File: config.mk
export PLATFORM = sky130hd
export DESIGN_NAME = mwed_ctrl
export DESIGN_NICKNAME = d
export VERILOG_FILES = /design/src/hdl/mwed_pkg.sv /design/src/hdl/mwed_ctrl.sv
export SDC_FILE = /design/constraint.sdc
export NUM_CORES = 1
export LEC_CHECK = 0
export BUFFER_PORTS_ARGS = -buffer_cell sky130_fd_sc_hd__buf_2
export CAP_MARGIN = 20
export CORE_AREA = 2 2 39 41
export CTS_CLUSTER_DIAMETER = 60
export DETAILED_ROUTE_END_ITERATION = 10
export DIE_AREA = 0 0 41 43
export PLACE_DENSITY = 0.73
export SYNTH_ARGS = -nofsm -noshare
export SYNTH_HDL_FRONTEND = slang
export SYNTH_SLANG_ARGS = --single-unit
File: constraint.sdc
create_clock -name i_clk -period 1.69 [get_ports i_clk]
set_input_delay 0.169 -clock i_clk [delete_from_list [all_inputs] [get_ports i_clk]]
set_output_delay 0.169 -clock i_clk [all_outputs]
set_load 0.02 [all_outputs]
File: src/hdl/mwed_pkg.sv
package mwed_pkg;

    localparam int CHANNELS   = 5;
    localparam int RING_DEPTH = 80;
    localparam int WINDOW_LEN = 10;
    localparam int LATE_LIMIT = 4;

    localparam int SUM_W   = 32;
    localparam int SAMP_W  = 12;
    localparam int CNT7_W  = 7;
    localparam int RANGE_W = 12;
    localparam int TICK_W  = 8;
    localparam int CFG_IDX_W  = 3;
    localparam int CFG_DATA_W = 12;
    localparam int DET_CH_W   = 3;

    localparam int RING_AW = $clog2(RING_DEPTH);
    localparam int CH_W    = (CHANNELS > 1) ? $clog2(CHANNELS) : 1;
    localparam int CNT_W   = (RING_AW > 5) ? RING_AW : 5;

    // sum / WINDOW_LEN as (sum * DIV_RECIP) >> DIV_SHIFT; exact over 32 bits for a window of 10
    localparam int DIV_SHIFT = 35;
    localparam logic [2*SUM_W-1:0] DIV_RECIP =
        ((2*SUM_W)'(1) << DIV_SHIFT) / (2*SUM_W)'(WINDOW_LEN) + (2*SUM_W)'(1);

    // register indexes on the config port
    localparam logic [CFG_IDX_W-1:0] CFG_LEAST  = 3'd0;
    localparam logic [CFG_IDX_W-1:0] CFG_MOST   = 3'd1;
    localparam logic [CFG_IDX_W-1:0] CFG_WAVE   = 3'd2;
    localparam logic [CFG_IDX_W-1:0] CFG_STEADY = 3'd3;
    localparam logic [CFG_IDX_W-1:0] CFG_HOLD   = 3'd4;
    localparam logic [CFG_IDX_W-1:0] CFG_QUIET  = 3'd5;

    typedef logic [SAMP_W-1:0] t_samp;

    typedef enum logic [3:0] {
        S_CLEAR,
        S_IDLE,
        S_WRITE,
        S_SUM,
        S_DIV,
        S_STINIT,
        S_STEADY,
        S_STWAIT,
        S_PICK,
        S_SCAN,
        S_SCWAIT,
        S_EVAL,
        S_FINISH
    } t_state;

    typedef struct packed {
        logic clr_we;
        logic load;
        logic wr_new;
        logic sum;
        logic div_step;
        logic st_init;
        logic st_issue;
        logic sc_init;
        logic sc_issue;
        logic fire_set;
        logic next_ch;
        logic out_set;
    } t_cmd;

    typedef struct packed {
        logic ring_last;
        logic div_last;
        logic win_last;
        logic try_ch;
        logic ch_last;
        logic fire;
    } t_status;

    // exact |v - a| > r test, no signed overflow
    function automatic logic outside(input logic [SUM_W-1:0] v,
                                     input logic [SUM_W-1:0] a,
                                     input logic [RANGE_W-1:0] r);
        logic [SUM_W:0] vr;
        logic [SUM_W:0] ar;
        vr = {1'b0, v} + (SUM_W+1)'(r);
        ar = {1'b0, a} + (SUM_W+1)'(r);
        return ({1'b0, v} > ar) || (vr < {1'b0, a});
    endfunction

endpackage

File: src/hdl/mwed_ctrl.sv
module mwed_ctrl (
    input  logic             i_clk,
    input  logic             i_rst_n,
    input  logic             i_in_valid,
    output logic             o_in_ready,
    output logic             o_out_valid,
    input  logic             i_out_ready,
    input  mwed_pkg::t_status i_st,
    output mwed_pkg::t_cmd   o_cmd
);
    import mwed_pkg::*;

    t_state r_state, n_state;
    logic   r_ovld, n_ovld;
    t_cmd   cmd;

    always_ff @(posedge i_clk) begin
        if (!i_rst_n) begin
            r_state <= S_CLEAR;
            r_ovld  <= 1'b0;
        end else begin
            r_state <= n_state;
            r_ovld  <= n_ovld;
        end
    end

    always_comb begin
        n_state    = r_state;
        cmd        = '0;
        o_in_ready = 1'b0;
        n_ovld     = r_ovld && !i_out_ready;
        case (r_state)
            S_CLEAR: begin
                cmd.clr_we = 1'b1;
                if (i_st.ring_last) begin
                    n_state = S_IDLE;
                end
            end
            S_IDLE: begin
                o_in_ready = 1'b1;
                if (i_in_valid) begin
                    cmd.load = 1'b1;
                    n_state  = S_WRITE;
                end
            end
            S_WRITE: begin
                cmd.wr_new = 1'b1;
                n_state    = S_SUM;
            end
            S_SUM: begin
                cmd.sum = 1'b1;
                n_state = S_DIV;
            end
            S_DIV: begin
                cmd.div_step = 1'b1;
                if (i_st.div_last) begin
                    n_state = S_STINIT;
                end
            end
            S_STINIT: begin
                cmd.st_init = 1'b1;
                n_state     = S_STEADY;
            end
            S_STEADY: begin
                cmd.st_issue = 1'b1;
                if (i_st.win_last) begin
                    n_state = S_STWAIT;
                end
            end
            S_STWAIT: n_state = S_PICK;
            S_PICK: begin
                if (i_st.try_ch) begin
                    cmd.sc_init = 1'b1;
                    n_state     = S_SCAN;
                end else if (i_st.ch_last) begin
                    n_state = S_FINISH;
                end else begin
                    cmd.next_ch = 1'b1;
                end
            end
            S_SCAN: begin
                cmd.sc_issue = 1'b1;
                if (i_st.ring_last) begin
                    n_state = S_SCWAIT;
                end
            end
            S_SCWAIT: n_state = S_EVAL;
            S_EVAL: begin
                if (i_st.fire) begin
                    cmd.fire_set = 1'b1;
                    n_state      = S_FINISH;
                end else if (i_st.ch_last) begin
                    n_state = S_FINISH;
                end else begin
                    cmd.next_ch = 1'b1;
                    n_state     = S_PICK;
                end
            end
            S_FINISH: begin
                if (!r_ovld || i_out_ready) begin
                    cmd.out_set = 1'b1;
                    n_ovld      = 1'b1;
                    n_state     = S_IDLE;
                end
            end
            default: n_state = S_CLEAR;
        endcase
    end

    assign o_cmd       = cmd;
    assign o_out_valid = r_ovld;
endmodule

==> results <==
- The number of antenna violations at the first check in global routing is 0.
- The clock skew is 5.84 ps.
- The number of DRC markers in iteration 0 is 9.
- The detailed router placed 615 vias in this run.
- The critical path is of the register to output pin type.
- Once layout is complete, the utilization of the core stands at 52.3%.
- In the global route stage, overall resource usage came out at 17.9%.
- The leftover overflow at the end of global routing is 0.
- The path type of the worst min-delay path is input pin to register.
- The critical path contains buffers and inverters numbering 2 combined.
- The pre-CTS worst setup slack is 19.7 ps.
- The multiplexer area fraction after synthesis is 6.47%.
- The root buffer selected by CTS is sky130_fd_sc_hd__clkbuf_4.
- The maximum ir drop on the vdd rail is 703 uV.
- The largest driver fanout on the critical path is 4.
- Power spread over the standard cell area amounts to 1200 nW/um2.
- After the flow finishes, the layout carries non-filler instances totaling 116.
- The clock insertion delay at the later pin of the skew report is 250 ps.
- The antenna diode count is 0.
- Counting distinct cell types in the post-synthesis netlist gives 29.
- The main combinational cell family by area after synthesis is simple AND/OR/NAND/NOR gates.
- The die covers 1760 um2.
- The capturing element type of the critical path is an output pin.
- Max-cap violations in this run came to 0.
- Once detail routing completed, the nets flagged for antenna violations numbered 0.
- The run finished with clean final reports.
- The detailed-route vias per instance is 5.30.
- The number of cells produced by synthesis is 70.
- The number of clock buffers inserted by TritonCTS is 3.
- At the end of routability-driven placement, the weighted congestion stood at 0.768.
- After synthesis, flip-flops and latches occupy 19.9% of the total area.
- The fraction of layout cells with a size suffix above 1 is a little over two fifths.
- The endpoint of the lowest-slack register-to-register path is r_state[0].
- Measured along the y axis, the die boundary spans 43 um.
- Clock-pin slew was measured on the worst setup and hold paths at 50 ps.
- Detailed placement finished with a half-perimeter wire length of 1000 um.
- The post-synthesis compound-gate area fraction is 16.2%.
- Adding up every negative setup slack in the final design gives 0 ps.
- The worst min-delay path endpoint is r_state[1].
- The count of buffers inserted at the top-level ports is 23.
- For this design, the slowest cell found on the critical path is sky130_fd_sc_hd__dfxtp_4.
- Walking the worst path, the cells encountered are buf_6, or3_1, o21ai_1, nor4bb_2, buf_2.
- The worst setup path is launched from a register.
- TritonCTS built the clock tree.
- Once routing completed, OpenROAD measured the worst setup slack at 44.4 ps.
- The number of global-route vias before repair came to 545.
- For this configuration, the core starts out at a cell density of 36.3%.
- In this run the most critical hold path is launched from i_rst_n.
- After synthesis, the mean cell area works out to 7.19 um2.
- The placed instance area is 674 um2.
- Wires add up to 1300 um.
- The total of flip-flops plus latches after synthesis is 5.
- The deepest level of the CTS H-tree is 1.
- Setup violations remaining at the end of the flow were counted as 0.
- The path depth of the worst reg2reg path is 5.
- On the worst path, the slowest cell contributes a delay of 340 ps.
- Final hold analysis gives a worst-case slack of approximately 210 ps.
- Data on the critical path is required at its endpoint by 1520 ps.
- Counting I/O delays and the setup requirement, the final critical path takes 1650 ps.
- The largest net degree at the start of global routing is 12.
- The core region is ~1400 um2.
- The parity-gate share of the synthesized area counting xor and xnor cells is 0%.
- The first global-routing pass estimated 2140 um of wire.
- Setup repair after global routing could not meet its margin everywhere.
- Derived from the worst setup path, the maximum achievable clock frequency is a little over 0.6 GHz.
- The area growth from synthesis to layout is 43.8%.
- The row count is 14.
- In this run the register-to-register setup slack is 60 ps.
- The headroom to the max-slew limit is 73.4%.
- Along the worst hold path, the cell count comes to 3.
- The overall power consumption is 0.870 mW.
- The fraction of the mapped netlist area in simple logic gates is 50.7%.
- Data on the critical path arrives at its endpoint at ~1500 ps.
- The number of detailed-routing iterations run before antenna repair is 2.
- The number of ports placed on the die boundary is 24.
- The top cell family by delay on the critical path is simple AND/OR/NAND/NOR gates.
- The post-synthesis instance area is 503 um2.
- The cell count after placement is between 100 and 150.
- The startpoint of the most critical register-to-register path is r_state[0].
- The post-synthesis share of cell area spent on full adders, half adders and majority gates is 0%.
- The total leakage power is approximately 0.32 nW.
- The final non-filler cell area is between 700 and 800 um2.
- No sink is reached through more buffers than the 2 on the longest clock path.
- The sink count of the clock tree is 5.
- The number of pins exceeding their max-slew limit in the final report is 0.
- For this run, the post-layout net count is 111.
- Yosys printed 0 warnings.
- The die boundary width is 41 um.
- In the routed design, unresolved DRC markers number 0.
- In the final routed layout, each cell accounts on average for 11.2 um.
- At the pin with the least slew margin, the transition time is 393 ps.
- The total nets after synthesis is 80.
- The count of endpoints failing hold in the final timing report is 0.
- The portion of the clock cycle consumed by the worst path in the final layout is 97.4%.
## final cells by class
class	instances	area (um2)
flip-flops and latches	5	105
fillers	155	661
inverters	1	3.75
multi-input cells	58	382
clock buffers	4	26.3
well taps	16	20.0
repair buffers	32	186
## worst register-to-register path, stage by stage, from the launching register on
cell and delay (ps):
sky130_fd_sc_hd__dfxtp_4 340, sky130_fd_sc_hd__buf_4 150, sky130_fd_sc_hd__nor2b_1 130, sky130_fd_sc_hd__mux4_2 480
sky130_fd_sc_hd__a211o_1 300, sky130_fd_sc_hd__mux2i_1 120
## placed cells by master (no fill, tap or decap), types with 2 or more instances in the layout
cell type	synthesis	final
sky130_fd_sc_hd__nor3_1	6	6
sky130_fd_sc_hd__a21oi_1	3	3
sky130_fd_sc_hd__buf_4	0	8
sky130_fd_sc_hd__nor2b_1	3	3
sky130_fd_sc_hd__or3_1	2	2
sky130_fd_sc_hd__nand2_1	6	6
sky130_fd_sc_hd__nand2b_1	5	5
sky130_fd_sc_hd__nor3b_1	2	2
sky130_fd_sc_hd__dfxtp_1	5	3
sky130_fd_sc_hd__nand3b_1	4	4
sky130_fd_sc_hd__clkbuf_4	0	3
sky130_fd_sc_hd__buf_2	0	23
sky130_fd_sc_hd__a211oi_1	2	2
sky130_fd_sc_hd__nor2_1	8	8
## kinds of logic (layout without fill, tap and decap cells)
family / after synthesis / count (layout)
AO/OA/AOI/OAI: 12 / 12
multiplexers: 2 / 2
buffers and inverters: 7 / 37
flip-flops: 5 / 5
AND/OR/NAND/NOR: 44 / 44
## state kept, by name, summed over array words and instances (netlist names)
signal	flops
r_state	4
o_out_valid	1
## per-layer routing
metal | part of all wire [%] | GRT usage [%] | vias up
met5 | 0 | 0 | -
met4 | 1.8 | 10.7 | 0
met3 | 5.2 | 4.71 | 4
met2 | 48 | 26.3 | 18
met1 | 45 | 22.3 | 281
li1 | - | - | 312
## worst max-delay path by stage
| stage | to | start | depth (start not counted) | slack, ps |
|---|---|---|---|---|
| 2_1_floorplan | o_cmd[0] | r_state[2] | 4 | 60 |
| 3_3_place_gp | r_state[0] | r_state[0] | 4 | 110 |
| 3_5_place_dp | r_state[2] | r_state[0] | 4 | 20 |
| 4_1_cts | r_state[2] | r_state[0] | 5 | 7 |
| 5_1_grt | o_cmd[1] | r_state[0] | 5 | -50 |
| 6_report | o_cmd[1] | r_state[0] | 5 | 40 |
## synth_stat cells
master                     count  area [um2]
sky130_fd_sc_hd__inv_1         1        3.75
sky130_fd_sc_hd__nor4b_1       2        17.5
sky130_fd_sc_hd__dfxtp_1       5         100
sky130_fd_sc_hd__or3_1         2        12.5
sky130_fd_sc_hd__nor2b_1       3        18.8
sky130_fd_sc_hd__nor2_1        8        30.0
sky130_fd_sc_hd__nor4_1        1        6.26
sky130_fd_sc_hd__nor4bb_1      1        10.0
sky130_fd_sc_hd__nand3_1       1        5.00
sky130_fd_sc_hd__a21bo_2       1        10.0
sky130_fd_sc_hd__mux2i_1       1        10.0
sky130_fd_sc_hd__a211o_1       1        8.76
sky130_fd_sc_hd__and2_0        1        6.26
sky130_fd_sc_hd__buf_6         1        11.3
sky130_fd_sc_hd__o21ai_0       2        10.0
sky130_fd_sc_hd__nand3b_1      4        30.0
sky130_fd_sc_hd__nor3b_1       2        15.0
sky130_fd_sc_hd__o32ai_1       1        8.76
sky130_fd_sc_hd__mux4_2        1        22.5
sky130_fd_sc_hd__a21oi_1       3        15.0
sky130_fd_sc_hd__nor2b_4       1        13.8
sky130_fd_sc_hd__clkbuf_1      5        18.8
sky130_fd_sc_hd__and2_1        1        6.26
sky130_fd_sc_hd__a211oi_1      2        15.0
sky130_fd_sc_hd__nand2b_1      5        31.3
sky130_fd_sc_hd__nand2_1       6        22.5
sky130_fd_sc_hd__nor3_1        6        30.0
sky130_fd_sc_hd__o22ai_1       1        6.26
sky130_fd_sc_hd__o21a_1        1        7.51
## where the power goes
| part | switching [mW] | internal (mW) |
|---|---|---|
| Clock | 0.0499 | 0.0893 |
| Sequential | 0.0398 | 0.153 |
| Combinational | 0.282 | 0.257 |
| Total | 0.371 | 0.498 |
## timing repair
item | in CTS | in global routing
pin swaps | 2 | 2
endpoints found under the setup margin | 2 | 6
gates resized for setup | 5 | 1
setup buffers | 1 | 0
hold buffers | 0 | 0
(Power assumes the default switching activity.)
